`src/rtl/utf16_newline_converter_assert.svh`:
```
// ----------------------------------------------------------------------------
// utf16 newline converter assertion macros
// shared property forms, clocked on clk and disabled in reset
// ----------------------------------------------------------------------------
`ifndef UTF16_NEWLINE_CONVERTER_ASSERT_SVH
`define UTF16_NEWLINE_CONVERTER_ASSERT_SVH

// same-cycle implication
`define U16NL_ASSERT_IMP(lbl, ante, cons) \
  lbl: assert property (@(posedge clk) disable iff (!rst_n) (ante) |-> (cons)) \
    else $error("u16nl assertion failed");

// next-cycle implication
`define U16NL_ASSERT_NXT(lbl, ante, cons) \
  lbl: assert property (@(posedge clk) disable iff (!rst_n) (ante) |=> (cons)) \
    else $error("u16nl assertion failed");

`endif

```
`src/rtl/u16nl_pkg.sv`:
```
// ----------------------------------------------------------------------------
// u16nl_pkg
// types and constants of the utf16 newline converter
// ----------------------------------------------------------------------------
package u16nl_pkg;

  localparam logic [1:0] CONV_CRLF = 2'd0;
  localparam logic [1:0] CONV_CR   = 2'd1;
  localparam logic [1:0] CONV_LF   = 2'd2;

  localparam logic [1:0] CFG_SOURCE = 2'd0;
  localparam logic [1:0] CFG_DEST   = 2'd1;
  localparam logic [1:0] CFG_SWAP   = 2'd2;

  localparam logic [7:0] BOM_FIRST  = 8'hff;
  localparam logic [7:0] BOM_SECOND = 8'hfe;
  localparam logic [7:0] CHAR_CR    = 8'h0d;
  localparam logic [7:0] CHAR_LF    = 8'h0a;
  localparam logic [7:0] CHAR_NUL   = 8'h00;

  typedef struct packed {
    logic [7:0] in_first;
    logic [7:0] in_second;
    logic       end_of_stream;
  } in_item_t;

  typedef struct packed {
    logic [7:0] out_first;
    logic [7:0] out_second;
    logic       last_of_run;
  } out_item_t;

  typedef struct packed {
    logic [7:0] first;
    logic [7:0] second;
  } unit_t;

  typedef struct packed {
    logic [1:0] source_convention;
    logic [1:0] dest_convention;
    logic       swap_bytes;
  } cfg_t;

  typedef struct packed {
    logic [1:0] cnt;
    unit_t      u0;
    unit_t      u1;
  } job_t;

  function automatic unit_t char_unit(input logic be, input logic [7:0] ch);
    unit_t u;
    if (be) begin
      u.first  = CHAR_NUL;
      u.second = ch;
    end else begin
      u.first  = ch;
      u.second = CHAR_NUL;
    end
    return u;
  endfunction

  function automatic unit_t swap_unit(input logic sw, input unit_t u);
    unit_t r;
    if (sw) begin
      r.first  = u.second;
      r.second = u.first;
    end else begin
      r = u;
    end
    return r;
  endfunction

endpackage

```
`src/rtl/u16nl_cfg.sv`:
```
// ----------------------------------------------------------------------------
// u16nl_cfg
// configuration registers written over the cfg channel
// ----------------------------------------------------------------------------
module u16nl_cfg (
  input  logic            clk,
  input  logic            rst_n,
  input  logic            cfg_valid,
  output logic            cfg_ready,
  input  logic [1:0]      cfg_index,
  input  logic [1:0]      cfg_data,
  output u16nl_pkg::cfg_t cfg
);
  import u16nl_pkg::*;

  cfg_t cfg_r;

  assign cfg_ready = 1'b1;
  assign cfg       = cfg_r;

  always_ff @(posedge clk) begin
    if (!rst_n) begin
      cfg_r <= '0;
    end else if (cfg_valid) begin
      case (cfg_index)
        CFG_SOURCE: cfg_r.source_convention <= cfg_data;
        CFG_DEST:   cfg_r.dest_convention   <= cfg_data;
        CFG_SWAP:   cfg_r.swap_bytes        <= cfg_data[0];
        default: ;
      endcase
    end
  end

endmodule

```
`src/rtl/u16nl_conv.sv`:
```
// ----------------------------------------------------------------------------
// u16nl_conv
// byte order detection, newline conversion and pending cr state
// ----------------------------------------------------------------------------
module u16nl_conv (
  input  logic              clk,
  input  logic              rst_n,
  input  logic              in_fire,
  input  u16nl_pkg::in_item_t in_data,
  input  u16nl_pkg::cfg_t   cfg,
  output u16nl_pkg::job_t   job
);
  import u16nl_pkg::*;

  logic  bom_seen_r;
  logic  big_endian_r;
  logic  cr_pending_r;
  logic  cr_pending_nxt;
  logic  be;
  logic  is_cr;
  logic  is_lf;
  logic  act;
  logic  eos;
  unit_t raw;
  unit_t ucr;
  unit_t ulf;
  unit_t u0;
  unit_t u1;
  logic [1:0] cnt;

  assign raw = '{first: in_data.in_first, second: in_data.in_second};
  assign eos = in_data.end_of_stream;
  assign be  = bom_seen_r ? big_endian_r :
               !(raw.first == BOM_FIRST && raw.second == BOM_SECOND);
  assign ucr = char_unit(be, CHAR_CR);
  assign ulf = char_unit(be, CHAR_LF);
  assign is_cr = (raw == ucr);
  assign is_lf = (raw == ulf);
  assign act = (cfg.source_convention != cfg.dest_convention) &&
               (cfg.source_convention <= CONV_LF) && (cfg.dest_convention <= CONV_LF);

  always_comb begin
    cnt            = 2'd1;
    u0             = raw;
    u1             = raw;
    cr_pending_nxt = 1'b0;
    if (cr_pending_r) begin
      if (is_lf) begin
        if (cfg.dest_convention == CONV_CR) begin
          u0 = ucr;
        end else if (cfg.dest_convention == CONV_LF) begin
          u0 = ulf;
        end else begin
          cnt = 2'd2;
          u0  = ucr;
          u1  = ulf;
        end
      end else begin
        u0 = ucr;
        if (is_cr && act && cfg.source_convention == CONV_CRLF && !eos) begin
          cr_pending_nxt = 1'b1;
        end else begin
          cnt = 2'd2;
        end
      end
    end else if (act && is_cr) begin
      if (cfg.source_convention == CONV_CRLF) begin
        if (eos) begin
          u0 = ucr;
        end else begin
          cnt            = 2'd0;
          cr_pending_nxt = 1'b1;
        end
      end else if (cfg.source_convention == CONV_CR) begin
        if (cfg.dest_convention == CONV_CRLF) begin
          cnt = 2'd2;
          u0  = ucr;
          u1  = ulf;
        end else begin
          u0 = ulf;
        end
      end
    end else if (act && is_lf && cfg.source_convention == CONV_LF) begin
      u0 = ucr;
      if (cfg.dest_convention == CONV_CRLF) begin
        cnt = 2'd2;
        u1  = ulf;
      end
    end
  end

  assign job.cnt = cnt;
  assign job.u0  = swap_unit(cfg.swap_bytes, u0);
  assign job.u1  = swap_unit(cfg.swap_bytes, u1);

  always_ff @(posedge clk) begin
    if (!rst_n) begin
      bom_seen_r   <= 1'b0;
      big_endian_r <= 1'b1;
      cr_pending_r <= 1'b0;
    end else if (in_fire) begin
      bom_seen_r   <= 1'b1;
      big_endian_r <= be;
      cr_pending_r <= cr_pending_nxt;
    end
  end

  `include "utf16_newline_converter_assert.svh"

  `U16NL_ASSERT_IMP(a_pending_after_bom, cr_pending_r, bom_seen_r)
  `U16NL_ASSERT_NXT(a_silent_means_held, in_fire && job.cnt == 2'd0, cr_pending_r)

endmodule

```
`src/rtl/u16nl_obuf.sv`:
```
// ----------------------------------------------------------------------------
// u16nl_obuf
// result register holding up to two units and draining one per transfer
// ----------------------------------------------------------------------------
module u16nl_obuf (
  input  logic               clk,
  input  logic               rst_n,
  input  logic               load,
  input  u16nl_pkg::job_t    job,
  output logic               free,
  output logic               out_valid,
  input  logic               out_ready,
  output u16nl_pkg::out_item_t out_data
);
  import u16nl_pkg::*;

  logic  valid_r;
  logic  two_r;
  logic  idx_r;
  unit_t u0_r;
  unit_t u1_r;
  unit_t cur;
  logic  last;
  logic  drain;

  assign last  = !two_r || idx_r;
  assign drain = valid_r && out_ready && last;
  assign free  = !valid_r || drain;

  assign cur                 = idx_r ? u1_r : u0_r;
  assign out_valid           = valid_r;
  assign out_data.out_first  = cur.first;
  assign out_data.out_second = cur.second;
  assign out_data.last_of_run = last;

  always_ff @(posedge clk) begin
    if (!rst_n) begin
      valid_r <= 1'b0;
      two_r   <= 1'b0;
      idx_r   <= 1'b0;
    end else if (load) begin
      valid_r <= 1'b1;
      two_r   <= (job.cnt == 2'd2);
      idx_r   <= 1'b0;
    end else if (drain) begin
      valid_r <= 1'b0;
      idx_r   <= 1'b0;
    end else if (valid_r && out_ready) begin
      idx_r <= 1'b1;
    end
  end

  always_ff @(posedge clk) begin
    if (load) begin
      u0_r <= job.u0;
      u1_r <= job.u1;
    end
  end

  `include "utf16_newline_converter_assert.svh"

  `U16NL_ASSERT_IMP(a_second_slot_only_for_pair, idx_r, two_r && valid_r)
  `U16NL_ASSERT_NXT(a_pair_shows_first_half, load && job.cnt == 2'd2,
                    out_valid && !out_data.last_of_run)

endmodule

```
`src/rtl/utf16_newline_converter.sv`:
```
// ----------------------------------------------------------------------------
// utf16_newline_converter
// utf16 line ending converter with byte order detection and optional swap
// ----------------------------------------------------------------------------
// One code unit is taken per cycle while the result register is free, and is
// converted in a single pass into a result register, which presents the first
// result unit in the cycle after the input transfer. An item that yields two
// units (a line ending expanded to CR LF, or a held CR released ahead of the
// unit that follows it) holds the result register for two output transfers and
// stalls the input until the second of them is being transferred. A CR held for
// look-ahead yields no unit until the next item. Configuration is written one
// register per transfer on the cfg channel, which is always ready.
// ----------------------------------------------------------------------------
module utf16_newline_converter (
  input  logic                 clk,
  input  logic                 rst_n,
  input  logic                 in_valid,
  output logic                 in_ready,
  input  u16nl_pkg::in_item_t  in_data,
  output logic                 out_valid,
  input  logic                 out_ready,
  output u16nl_pkg::out_item_t out_data,
  input  logic                 cfg_valid,
  output logic                 cfg_ready,
  input  logic [1:0]           cfg_index,
  input  logic [1:0]           cfg_data
);
  import u16nl_pkg::*;

  cfg_t cfg;
  job_t job;
  logic free;
  logic in_fire;

  assign in_ready = free;
  assign in_fire  = in_valid && free;

  u16nl_cfg u_cfg (
    .clk       (clk),
    .rst_n     (rst_n),
    .cfg_valid (cfg_valid),
    .cfg_ready (cfg_ready),
    .cfg_index (cfg_index),
    .cfg_data  (cfg_data),
    .cfg       (cfg)
  );

  u16nl_conv u_conv (
    .clk     (clk),
    .rst_n   (rst_n),
    .in_fire (in_fire),
    .in_data (in_data),
    .cfg     (cfg),
    .job     (job)
  );

  u16nl_obuf u_obuf (
    .clk       (clk),
    .rst_n     (rst_n),
    .load      (in_fire && job.cnt != 2'd0),
    .job       (job),
    .free      (free),
    .out_valid (out_valid),
    .out_ready (out_ready),
    .out_data  (out_data)
  );

endmodule
```
`config.mk`:
```
export PLATFORM = sky130hd
export DESIGN_NAME = utf16_newline_converter
export DESIGN_NICKNAME = d
export VERILOG_FILES = /design/src/rtl/u16nl_pkg.sv /design/src/rtl/u16nl_cfg.sv /design/src/rtl/u16nl_conv.sv /design/src/rtl/u16nl_obuf.sv /design/src/rtl/utf16_newline_converter.sv
export VERILOG_INCLUDE_DIRS = /design/src /design/src/rtl
export SDC_FILE = /design/constraint.sdc
export NUM_CORES = 1
export LEC_CHECK = 0
export ABC_AREA = 1
export BUFFER_PORTS_ARGS = -buffer_cell sky130_fd_sc_hd__buf_2
export CAP_MARGIN = 25
export CORE_AREA = 2 2 89 91
export CTS_BUF_LIST = sky130_fd_sc_hd__clkbuf_4 sky130_fd_sc_hd__clkbuf_8
export CTS_CLUSTER_SIZE = 16
export DETAILED_ROUTE_END_ITERATION = 7
export DIE_AREA = 0 0 91 93
export GPL_TIMING_DRIVEN = 1
export PLACE_DENSITY = 0.65
export REMOVE_ABC_BUFFERS = 1
export SYNTH_ARGS = -nofsm -noshare
export SYNTH_HDL_FRONTEND = slang
export SYNTH_HIERARCHICAL = 1
export SYNTH_SLANG_ARGS = --single-unit
```
`constraint.sdc`:
```
create_clock -name clk -period 6.6 [get_ports clk]
set_input_delay 1.32 -clock clk [delete_from_list [all_inputs] [get_ports clk]]
set_output_delay 1.32 -clock clk [all_outputs]
set_load 0.01 [all_outputs]
```
==> results of run 1 <==
[synthesized netlist by cell type, drive strengths merged]
library cell  number
nand3b             2
dfxtp             11
conb               1
buf               12
nand4              7
o21ai             32
o31ai              1
nor4               1
inv               47
nand2            172
nor2              41
nor3               3
clkinv             3
edfxtp            32
o21bai             2
a21oi             12
clkbuf             5
nand3             43
ha                 4
a21boi             2
[where the power goes]
part / internal [mW] / leakage [nW] / switching (mW) / total [mW]
combinational: 0.0487 / 1.19 / 0.0955 / 0.144
sequential: 0.321 / 0.398 / 0.0109 / 0.332
clock: 0.115 / 0.0547 / 0.0879 / 0.203
[registers in the layout, summed over array words and instances, names as in the netlist]
name,flops
u_conv/big_endian_r,1
u_obuf/u1_r,16
u_conv/cr_pending_r,1
u_obuf/out_valid,1
u_obuf/u0_r,16
u_obuf/idx_r,1
u_obuf/two_r,1
u_conv/bom_seen_r,1
u_cfg/cfg,5
[per-layer routing]
layer / vias to the layer above / track usage [%] / wire length [um]
met4: 0 / 5.68 / 116
met2: 66 / 33.2 / 3630
met3: 6 / 3.14 / 334
met5: - / 0 / 0
li1: 1456 / - / -
met1: 1269 / 22.6 / 3290
[how the worst max path moves through the flow]
stage / start / endpoint / slack, ns / depth (start not counted)
3_3_place_gp: in_data[11] / u_obuf/two_r / 2.85 / 19
4_1_cts: in_data[11] / u_obuf/two_r / 3.03 / 19
2_1_floorplan: in_data[14] / u_obuf/two_r / 2.05 / 19
6_report: in_data[11] / u_obuf/two_r / 3.03 / 19
5_1_grt: in_data[11] / u_obuf/idx_r / 2.79 / 19
3_5_place_dp: in_data[11] / u_obuf/two_r / 2.72 / 19
[per-stage QoR]
| step | hold slack (ns) | std cells | setup WS, ns | total power [mW] |
|---|---|---|---|---|
| after floorplan | 0.439 | 416 | 2.05 | 0.428 |
| after global placement | 0.462 | 564 | 2.85 | 0.480 |
| after detailed placement | 0.484 | 564 | 2.72 | 0.483 |
| after CTS | 0.503 | 571 | 3.03 | 0.686 |
| after global routing | 0.535 | 571 | 2.79 | 0.718 |
| final | 0.492 | 571 | 3.03 | 0.679 |
[cell type report]
class / instances / area share [%]
Clock buffer: 6 / 2.23
Sequential cell: 43 / 34.6
Tap cell: 102 / 3.73
Clock inverter: 1 / 0.878
Multi-Input combinational cell: 323 / 46.0
Inverter: 50 / 5.71
Timing Repair Buffer: 46 / 6.88
[tightest hold or removal path, stage by stage (launching register included)]
cell	delay, ns
dfxtp_1	0.34
a21oi_1	0.06
o21ai_0	0.06
[cell families (layout without fill, tap and decap cells)]
logic type / Yosys count / count (layout) / share of synthesized area (%)
other: 1 / 1 / 0.123
AOI/OAI and AO/OA: 49 / 49 / 9.57
buffers and inverters: 67 / 103 / 9.65
adders and majority gates: 4 / 4 / 1.64
and+or+nand+nor: 269 / 269 / 40.2
DFF: 43 / 43 / 38.8
==> summary.md, run 1 <==
| Metric | Value |
|---|---|
| Status | finished, final reports clean |
| Hold Startpoint | u_conv/big_endian_r |
| Starting Density | just over 40% |
| Max-slew violation count | 0 |
| DR vias | between 2,000 and 3,000 |
| Fin crit period | approximately 3.6 ns |
| Period utilization | between 50% and 60% |
| Port Buffers | 44 |
| Yosys warning total | 6 |
| Drt first pass iters | 5 |
| Register area share after synthesis | 38.8% |
| Unrepaired setup endpoints after global routing | no |
| Fraction of layout cells with a size suffix above 1 | around 18% |
| WHS Path Cells | 2 |
| Final core occ | between 40% and 50% |
| Skew final | about 0.0027 ns |
| Cell mode on critical path | nand2_1 |
| R2R Path Start | u_conv/bom_seen_r |
| Slew margin rel. | 41.9% |
| WHS Endpoint | u_conv/big_endian_r |
| Max-cap violations | 0 |
| TNS Setup | 0 ns |
| Synth unique cells | 36 |
| Delay of the slowest critical-path stage | between 0.3 and 0.4 ns |
| Commonest cells after routing, fill and taps aside | nand2_1, inv_1, buf_2 |
| Post-CTS Setup Bufs | 0 |
| Leak pwr | between 1.5 and 2 nW |
| Post-route cell area | approximately 3400 sq um |
| # hold bufs at CTS | 0 |
| CP Max Fanout | 34 |
| Core Box Area | roughly 7500 sq um |
| CTS tree | built |
| Area delta synth->final | 12.2% |
| Least-Margin Pin Slew | approximately 0.87 ns |
| Most common cell after layout, fill and taps aside | nand2_1 |
| VDD IR-drop max | roughly 0.00013 V |
| H-tree depth | 2 |
| Worst skew pair latency | between 0.2 and 0.3 ns |
| GR Overflow Total | 0 |
| Total track usage | between 10% and 20% |
| DR iter-0 viols | around 210 |
| Cells after Synth | 433 |
| Cell Pwr Density | around 200 nW/um^2 |
| RePlAce Congestion | a little under 0.9 |
| CP Class | in -> reg |
| Worst Path Buf+Inv | 3 |
| Via/cell ratio | ~4.9 |
| Delay-heaviest family, CP | simple AND/OR/NAND/NOR gates |
| DP HPWL | approximately 5500 um |
| Crit path launch type | primary input |
| DR WL/cell | between 10 and 15 um |
| Reg clk slew, reported paths | about 0.080 ns |
| Ports | 46 |
| Largest net degree at the start of global routing | 36 |
| Die W | between 90 and 100 um |
| Post-synth top area share | 31.6% |
| Crit end category | register |
| Vias in the first global route | between 2,000 and 3,000 |
| Filler cell count | around 800 |
| WP data required | between 6 and 7 ns |
| Worst R2R End | u_obuf/two_r |
| CTS buffer count | 5 |
| Drc violations | 0 |
| R2R Setup Slk | 3.87 ns |
| Die area | around 8500 sq um |
| Hold Crit Class | reg -> reg |
| Synth top area cells | edfxtp_1, nand2_1, dfxtp_1 |
| Worst-case clock buffer depth | 2 |
| Multi-input combinational cell area | roughly 1600 sq um |
| Slowest-stage cell, CP | buf_4 |
| FF/Latch Area | ~1200 sq um |
| Die Span Y | between 90 and 100 um |
| Number of routed nets with antenna violations | 0 |
| Clk Tree Root Cell | clkbuf_8 |
| Diode count | 0 |
| Worst R2R Path Depth | 19 |
| Final setup violation count | 0 |
| Final #Nets | around 500 |
| Initial antenna violation count | 0 |
| Synthesized area per cell | 7.03 sq um |
| Post-CTS Resized | 0 |
| Dominant cell type by area after synthesis | edfxtp_1 |
| Placed Instance Area | between 3000 and 4000 sq um |
| Placement Rows | 32 |
| Global-route wire length before repair | roughly 13,000 um |
| Crit path DAT | 3.76 ns |
| Area of the mapped netlist | 3050 sq um |
| Final hold violations | 0 |
| Clock sink total | between 40 and 50 |
| F_max | roughly 280 MHz |
| CP cell instances | buf_2 -> nand3_1 -> nor2_2 -> nand3_4 -> nand2_8 -> nand2_4 -> nand2_1 -> nand2_1 -> nor2_4 -> nand2_1 -> nand3_1 -> nand2_2 -> nor2_2 -> nor2_1 -> nor2_2 -> buf_4 -> inv_1 -> nand2_1 -> a21oi_1 |
| Drt total wl | around 7400 um |
| #FFs+latches synth | 43 |
No activity file was read; power rests on OpenSTA's default activity.
==> run 2, diff against run 1 <==
clock period = 3.46 ns   (was 6.6 ns; I/O delays follow)
==> summary.md, run 2 (synthesis gave the netlist of run 1 again) <==
| Metric | Value |
|---|---|
| Status | finished, final reports clean |
| Worst R2R Path Depth | 15 |
| Met2 Resource Use GR | approximately a third |
| Least-Margin Pin Slew | between 0.8 and 0.9 ns |
| Filler cell count | 784 |
| Die area | approximately 8500 sq um |
| Total track usage | 18.4% |
| WP data required | ~3.7 ns |
| Hold Crit Class | reg -> reg |
| Final setup violation count | 0 |
| WHS Path Cells | 2 |
| Skew final | 0.00495 ns |
| F_max | ~360 MHz |
| R2R Path Start | u_conv/bom_seen_r |
| Drt total wl | just over 7000 um |
| Unrepaired setup endpoints after global routing | no |
| DR vias | around 2,800 |
| Via/cell ratio | between 4 and 5 |
| RePlAce Congestion | roughly 0.9 |
| Internal | between 0.8 and 0.9 mW |
| Sequential power share | slightly above 50% |
| Most common cell after layout, fill and taps aside | nand2_1 |
| Met1 global-route usage | 23.0% |
| CTS tree | built |
| Drc violations | 0 |
| Final Total Pwr | between 1 and 1.5 mW |
| Clock sink total | 43 |
| Core Box Area | between 7000 and 8000 sq um |
| Period utilization | about four fifths |
| Drt first pass iters | 4 |
| Global-route wire length before repair | 12,500 um |
| CTS buffer count | 5 |
| Port Buffers | 44 |
| Final hold violations | 0 |
| Placement Rows | 32 |
| Max-slew violation count | 0 |
| # hold bufs at CTS | 0 |
| DR iter-0 viols | roughly 210 |
| Fin cells | 574 |
| Min Hold Slack | about 0.5 ns |
| VDD IR-drop max | between 0.0001 and 0.00015 V |
| Switching share of total power | approximately 31% |
| R2R Setup Slk | between 0.8 and 0.9 ns |
| Ports | 46 |
| Fraction of layout cells with a size suffix above 1 | 18.2% |
| Initial antenna violation count | 0 |
| Number of routed nets with antenna violations | 0 |
| H-tree depth | 2 |
| Cell Pwr Density | between 300 and 400 nW/um^2 |
| Die Span Y | 93 um |
| DR WL/cell | roughly 12 um |
| Max-cap violations | 0 |
| Area delta synth->final | 12.2% |
| WHS Endpoint | u_conv/big_endian_r |
| Worst skew pair latency | around 0.3 ns |
| Post-CTS Setup Bufs | 0 |
| Crit path DAT | slightly below 3 ns |
| Largest net degree at the start of global routing | 36 |
| Clk Tree Root Cell | clkbuf_8 |
| CP Class | in -> reg |
| Busiest metal layer after global routing | met2 |
| Vias in the first global route | between 2,000 and 3,000 |
| Post-CTS Resized | 0 |
| Placed cells | about 570 |
| Final #Nets | 501 |
| Power share of the clock group | 26.3% |
| Sw power | between 0.3 and 0.4 mW |
| Diode count | 0 |
| Worst R2R End | u_obuf/two_r |
| Largest registers | u_obuf/u0_r x16, u_obuf/u1_r x16, u_cfg/cfg x5 |
| GR Overflow Total | 0 |
| DP HPWL | roughly 5500 um |
| Part of the power in combinational logic | a little under a quarter |
| CP Max Fanout | 25 |
| Commonest cells after routing, fill and taps aside | nand2_1, inv_1, buf_2 |
| Hold Startpoint | u_conv/big_endian_r |
| Crit path launch type | primary input |
| Slew margin rel. | between 40% and 50% |
| Die W | 91 um |
| Fin crit period | around 2.8 ns |
| Starting Density | just over 40% |
| Leak pwr | ~1.6 nW |
| Reg clk slew, reported paths | 0.08 ns |
| Worst-case clock buffer depth | 2 |
| Met3 GRT Util | 3.06% |
| Crit end category | register |
-- run 2: cell types whose count changed in the layout (fill, tap and decap cells not counted) --
cell / change
buf_4: +2
bufinv_16: -1
clkinvlp_4: +1
clkinv_2: +1
-- run 2: stage by stage --
step | utilization [%] | setup WS, ns | TNS (ns) | cell area (sq um)
floorplan | - | -0.460 | -11.59 | 2950
global route | 45.4 | 0.371 | 0 | 3420
CTS | 45.4 | 0.693 | 0 | 3420
detailed placement | 44.2 | 0.376 | 0 | 3330
global placement | 44.2 | 0.428 | 0 | 3330
finish | 45.4 | 0.678 | 0 | 3420
-- run 2: power by group through the flow --
stage | logic [mW] | registers [mW] | clock network (mW)
after floorplan | 0.171 | 0.645 | 0
after global placement | 0.277 | 0.640 | 0
after detailed placement | 0.282 | 0.641 | 0
after CTS | 0.283 | 0.629 | 0.335
after global routing | 0.323 | 0.635 | 0.351
final | 0.280 | 0.629 | 0.325
-- run 2: worst max-delay path by stage --
stage	endpoint	cells past startpoint	slack, ns	startpoint
CTS	u_obuf/two_r	19	0.69	in_data[11]
detailed placement	u_obuf/two_r	19	0.38	in_data[11]
finish	u_obuf/two_r	19	0.68	in_data[11]
global route	u_obuf/two_r	19	0.37	in_data[10]
floorplan	u_obuf/two_r	19	-0.46	in_data[14]
global placement	u_obuf/two_r	19	0.43	in_data[12]
-- run 2: layer usage --
layer	part of all wire [%]	wire, um
met1	46	3300
met4	1.5	106
met3	4.4	316
met2	48	3410
met5	0	0
-- run 2: cell type report --
cell class / instances / area [sq um] / area share, %
Clock buffer: 6 / 76.3 / 2.23
Multi-Input combinational cell: 323 / 1570 / 46.0
Tap cell: 102 / 128 / 3.74
Sequential cell: 43 / 1180 / 34.6
Inverter: 50 / 195 / 5.71
Timing Repair Buffer: 48 / 250 / 7.33
Clock inverter: 2 / 12.5 / 0.366
-- run 2: critical path, stage by stage --
cell and delay (ns):
buf_2 0.20, nand3_1 0.11, nor2_2 0.17, nand3_4 0.14, nand2_8 0.16, nand2_4 0.07, nand2_1 0.06, nand2_1 0.08
nor2_4 0.17, nand2_1 0.11, nand3_1 0.10, nand2_2 0.08, nor2_2 0.09, nor2_1 0.05, nor2_2 0.09, buf_4 0.31
inv_1 0.14, nand2_1 0.08, a21oi_1 0.06
==> run 3, diff against run 2 <==
ABC_AREA = 0   (was 1)
CORE_AREA = 2 2 85 87   (was 2 2 89 91)
DIE_AREA = 0 0 87 89   (was 0 0 91 93)
PLACE_DENSITY = 0.69   (was 0.65)
clock period = 2.5 ns   (was 3.46 ns; I/O delays follow)
==> summary.md, run 3 <==
| Metric | Value |
|---|---|
| Die W | around 87 um |
| TNS Setup | -3.53 ns |
| DR iter-0 viols | about 130 |
| Crit path launch | u_cfg/cfg[2] |
| Die Span Y | ~89 um |
| Largest net degree at the start of global routing | 25 |
| Total track usage | 18.7% |
| Core Box Area | roughly 6700 sq um |
| Synth unique cells | 63 |
| DR WL/cell | between 15 and 20 um |
| CTS tree | built |
| Violated checks | negative setup slack |
| Crit end category | register |
| Least-Margin Pin Slew | around 0.74 ns |
| Max-slew violation count | 0 |
| Port Buffers | between 40 and 50 |
| Diode count | 0 |
| H-tree depth | 2 |
| R2R Setup Slk | -0.13 ns |
| Global-route wire length before repair | 11,100 um |
| Adder-Cell Fraction of Synth Area | 1.77% |
| #FFs+latches synth | 43 |
| Die area | just under 8000 sq um |
| Unrepaired setup endpoints after global routing | yes |
| Met1 global-route usage | 22.2% |
| WHS Path Cells | 2 |
| Crit path DAT | roughly 2.7 ns |
| Post-synthesis xor/xnor area fraction | less than 1% |
| Busiest metal layer after global routing | met2 |
| Part of the power in combinational logic | about a fifth |
| Multiplexer area fraction after synthesis | between 15 and 20% |
| Max-cap violations | 0 |
| Commonest cells after routing, fill and taps aside | buf_4, buf_2, edfxtp_1 |
| Hold Startpoint | out_ready |
| Most common cell after layout, fill and taps aside | buf_4 |
| Reg clk slew, reported paths | around 0.08 ns |
| Sequential power share | around half |
| Top-count cell post-synth | edfxtp_1 |
| # hold bufs at CTS | 0 |
| Main combinational cell family by area after synthesis | simple AND/OR/NAND/NOR gates |
| Leak pwr | between 1.5 and 2 nW |
| CTS buffer count | 5 |
| Area delta synth->final | 33.9% |
| Skew final | around 0.0058 ns |
| Compound-Gate Fraction of Synth Area | between 10 and 15% |
| Final setup violation count | 34 |
| CP Class | reg -> reg |
| Vias in the first global route | around 2,300 |
| Worst skew pair latency | roughly 0.29 ns |
| Cell Pwr Density | ~440 nW/um^2 |
| Cells after Synth | 250 |
| Ports | between 40 and 50 |
| Final #Nets | roughly 380 |
| Yosys warning total | 6 |
| Async S/R FF share, synth | 0% |
| Drt first pass iters | 4 |
| Drc violations | 0 |
| R2R Path Start | u_cfg/cfg[2] |
| Slew margin rel. | between 50% and 60% |
| Fin cells | 435 |
| Initial antenna violation count | 0 |
| Placed Instance Area | between 3000 and 4000 sq um |
| Number of routed nets with antenna violations | 0 |
| Via/cell ratio | between 5 and 6 |
| Clock sink total | 43 |
| GR Overflow Total | 0 |
| Final hold violations | 0 |
| Worst-case clock buffer depth | 2 |
| FF/Latch Area | about 1200 sq um |
| Hold Crit Class | in -> reg |
| Final core occ | between 50% and 60% |
| Power share of the clock group | between 30% and 40% |
| Multi-input combinational cell area | between 1500 and 2000 sq um |
| Fraction of layout cells with a size suffix above 1 | ~45% |
| Status | complete, but fails checks |
| Fin crit period | about 2.6 ns |
| VDD IR-drop max | about 0.00019 V |
| Placement Rows | 30 |
| Placed cells | about 420 |
| RePlAce Congestion | between 1 and 1.5 |
| Crit path launch type | register |
| Switching share of total power | 24.1% |
| Synth top area cells | edfxtp_1, dfxtp_1, mux2i_1 |
| Met3 GRT Util | ~4.5% |
| Internal | ~1.3 mW |
| Post-synth top cells | edfxtp_1, mux2i_1, nand2_1 |
| Filler cell count | roughly 560 |
| WP data required | roughly 2.6 ns |
| Post-synth EDFFs | 32 |
| Sw power | 0.403 mW |
| CP Max Fanout | 6 |
| F_max | around 380 MHz |
| Synth Area in Simple Gates | 19.7% |
| Starting Density | about two fifths |
| Placement Setup Slack | -0.388 ns |
| Post-route cell area | about 3800 sq um |
| Clk Tree Root Cell | clkbuf_8 |
| Dominant cell type by area after synthesis | edfxtp_1 |
| Largest registers | u_obuf/u0_r x16, u_obuf/u1_r x16, u_cfg/cfg x5 |
| Register area share after synthesis | a little over two fifths |
| Worst R2R Path Depth | 9 |
| Synth Flop Type | edfxtp_1 |
| Period utilization | 105% |
| Post-synth top area share | about a third |
| Setup ws final | -0.127 ns |
| Met2 Resource Use GR | between 30% and 40% |
| Area of the mapped netlist | 2820 sq um |
| DP HPWL | 5290 um |
| DR vias | around 2,400 |
| Drt total wl | around 7500 um |
| Synthesized area per cell | between 10 and 15 sq um |
-- run 3: cell count changes in the layout (fill, tap and decap cells not counted), moves of 20 or more --
cell and change:
nand2_1 -144, o21ai_0 -24, inv_1 -34, nand3_1 -38, buf_4 +49, nor2_1 -20
-- run 3: cells by family (layout without fill, tap and decap cells) --
logic type,count (synthesis),in the layout
DFF,43,43
xor gates and xnor gates,1,1
muxes,42,42
buffers and inverters,19,123
AOI/OAI and AO/OA,52,53
adders and majority gates,4,4
and+or+nand+nor,88,88
other,1,1
-- run 3: worst paths after layout --
path / to
max: u_obuf/u0_r[13]
min: u_obuf/out_valid
max reg2reg: u_obuf/u0_r[13]
min reg2reg: u_conv/big_endian_r
-- run 3: metal layers --
layer / part of all wire (%) / wire length [um]
met1: 42 / 3130
met2: 50 / 3720
met3: 5.5 / 415
met4: 3.1 / 233
met5: 0 / 0
-- run 3: power groups by stage --
stage          sequential (mW)  clock [mW]  combinational, mW
6_report                 0.832       0.530              0.311
5_1_grt                  0.837       0.571              0.334
4_1_cts                  0.832       0.543              0.281
3_5_place_dp             0.849           0              0.275
3_3_place_gp             0.846           0              0.271
2_1_floorplan            0.849           0              0.140
-- run 3: repair_timing --
item | 4_1_cts | 5_1_grt
setup buffers | 3 | 4
pin swaps | 0 | 7
resized for setup | 7 | 11
endpoints found under the setup margin | 33 | 35
gates cloned | 0 | 5
-- run 3: metrics by stage --
stage	power [mW]	hold slack, ns
after floorplan	0.989	0.462
after global placement	1.12	0.498
after detailed placement	1.12	0.514
after CTS	1.66	0.424
after global routing	1.74	0.435
final	1.67	0.427
-- run 3: final cells by class --
type / instances / share of cell area [%]
Multi-Input combinational cell: 189 / 42.0
Sequential cell: 43 / 31.3
Inverter: 10 / 0.993
Tap cell: 80 / 2.65
Clock buffer: 5 / 1.82
Timing Repair Buffer: 105 / 20.2
Clock inverter: 3 / 1.03
-- run 3: worst max-delay path, stage by stage (launching register included) --
cell	delay (ns)
dfxtp_2	0.33
buf_6	0.11
or2b_1	0.21
a21o_1	0.20
a2111oi_4	0.44
nand2_1	0.14
o211a_1	0.20
or2_4	0.29
o211a_4	0.30
clkbuf_16	0.18
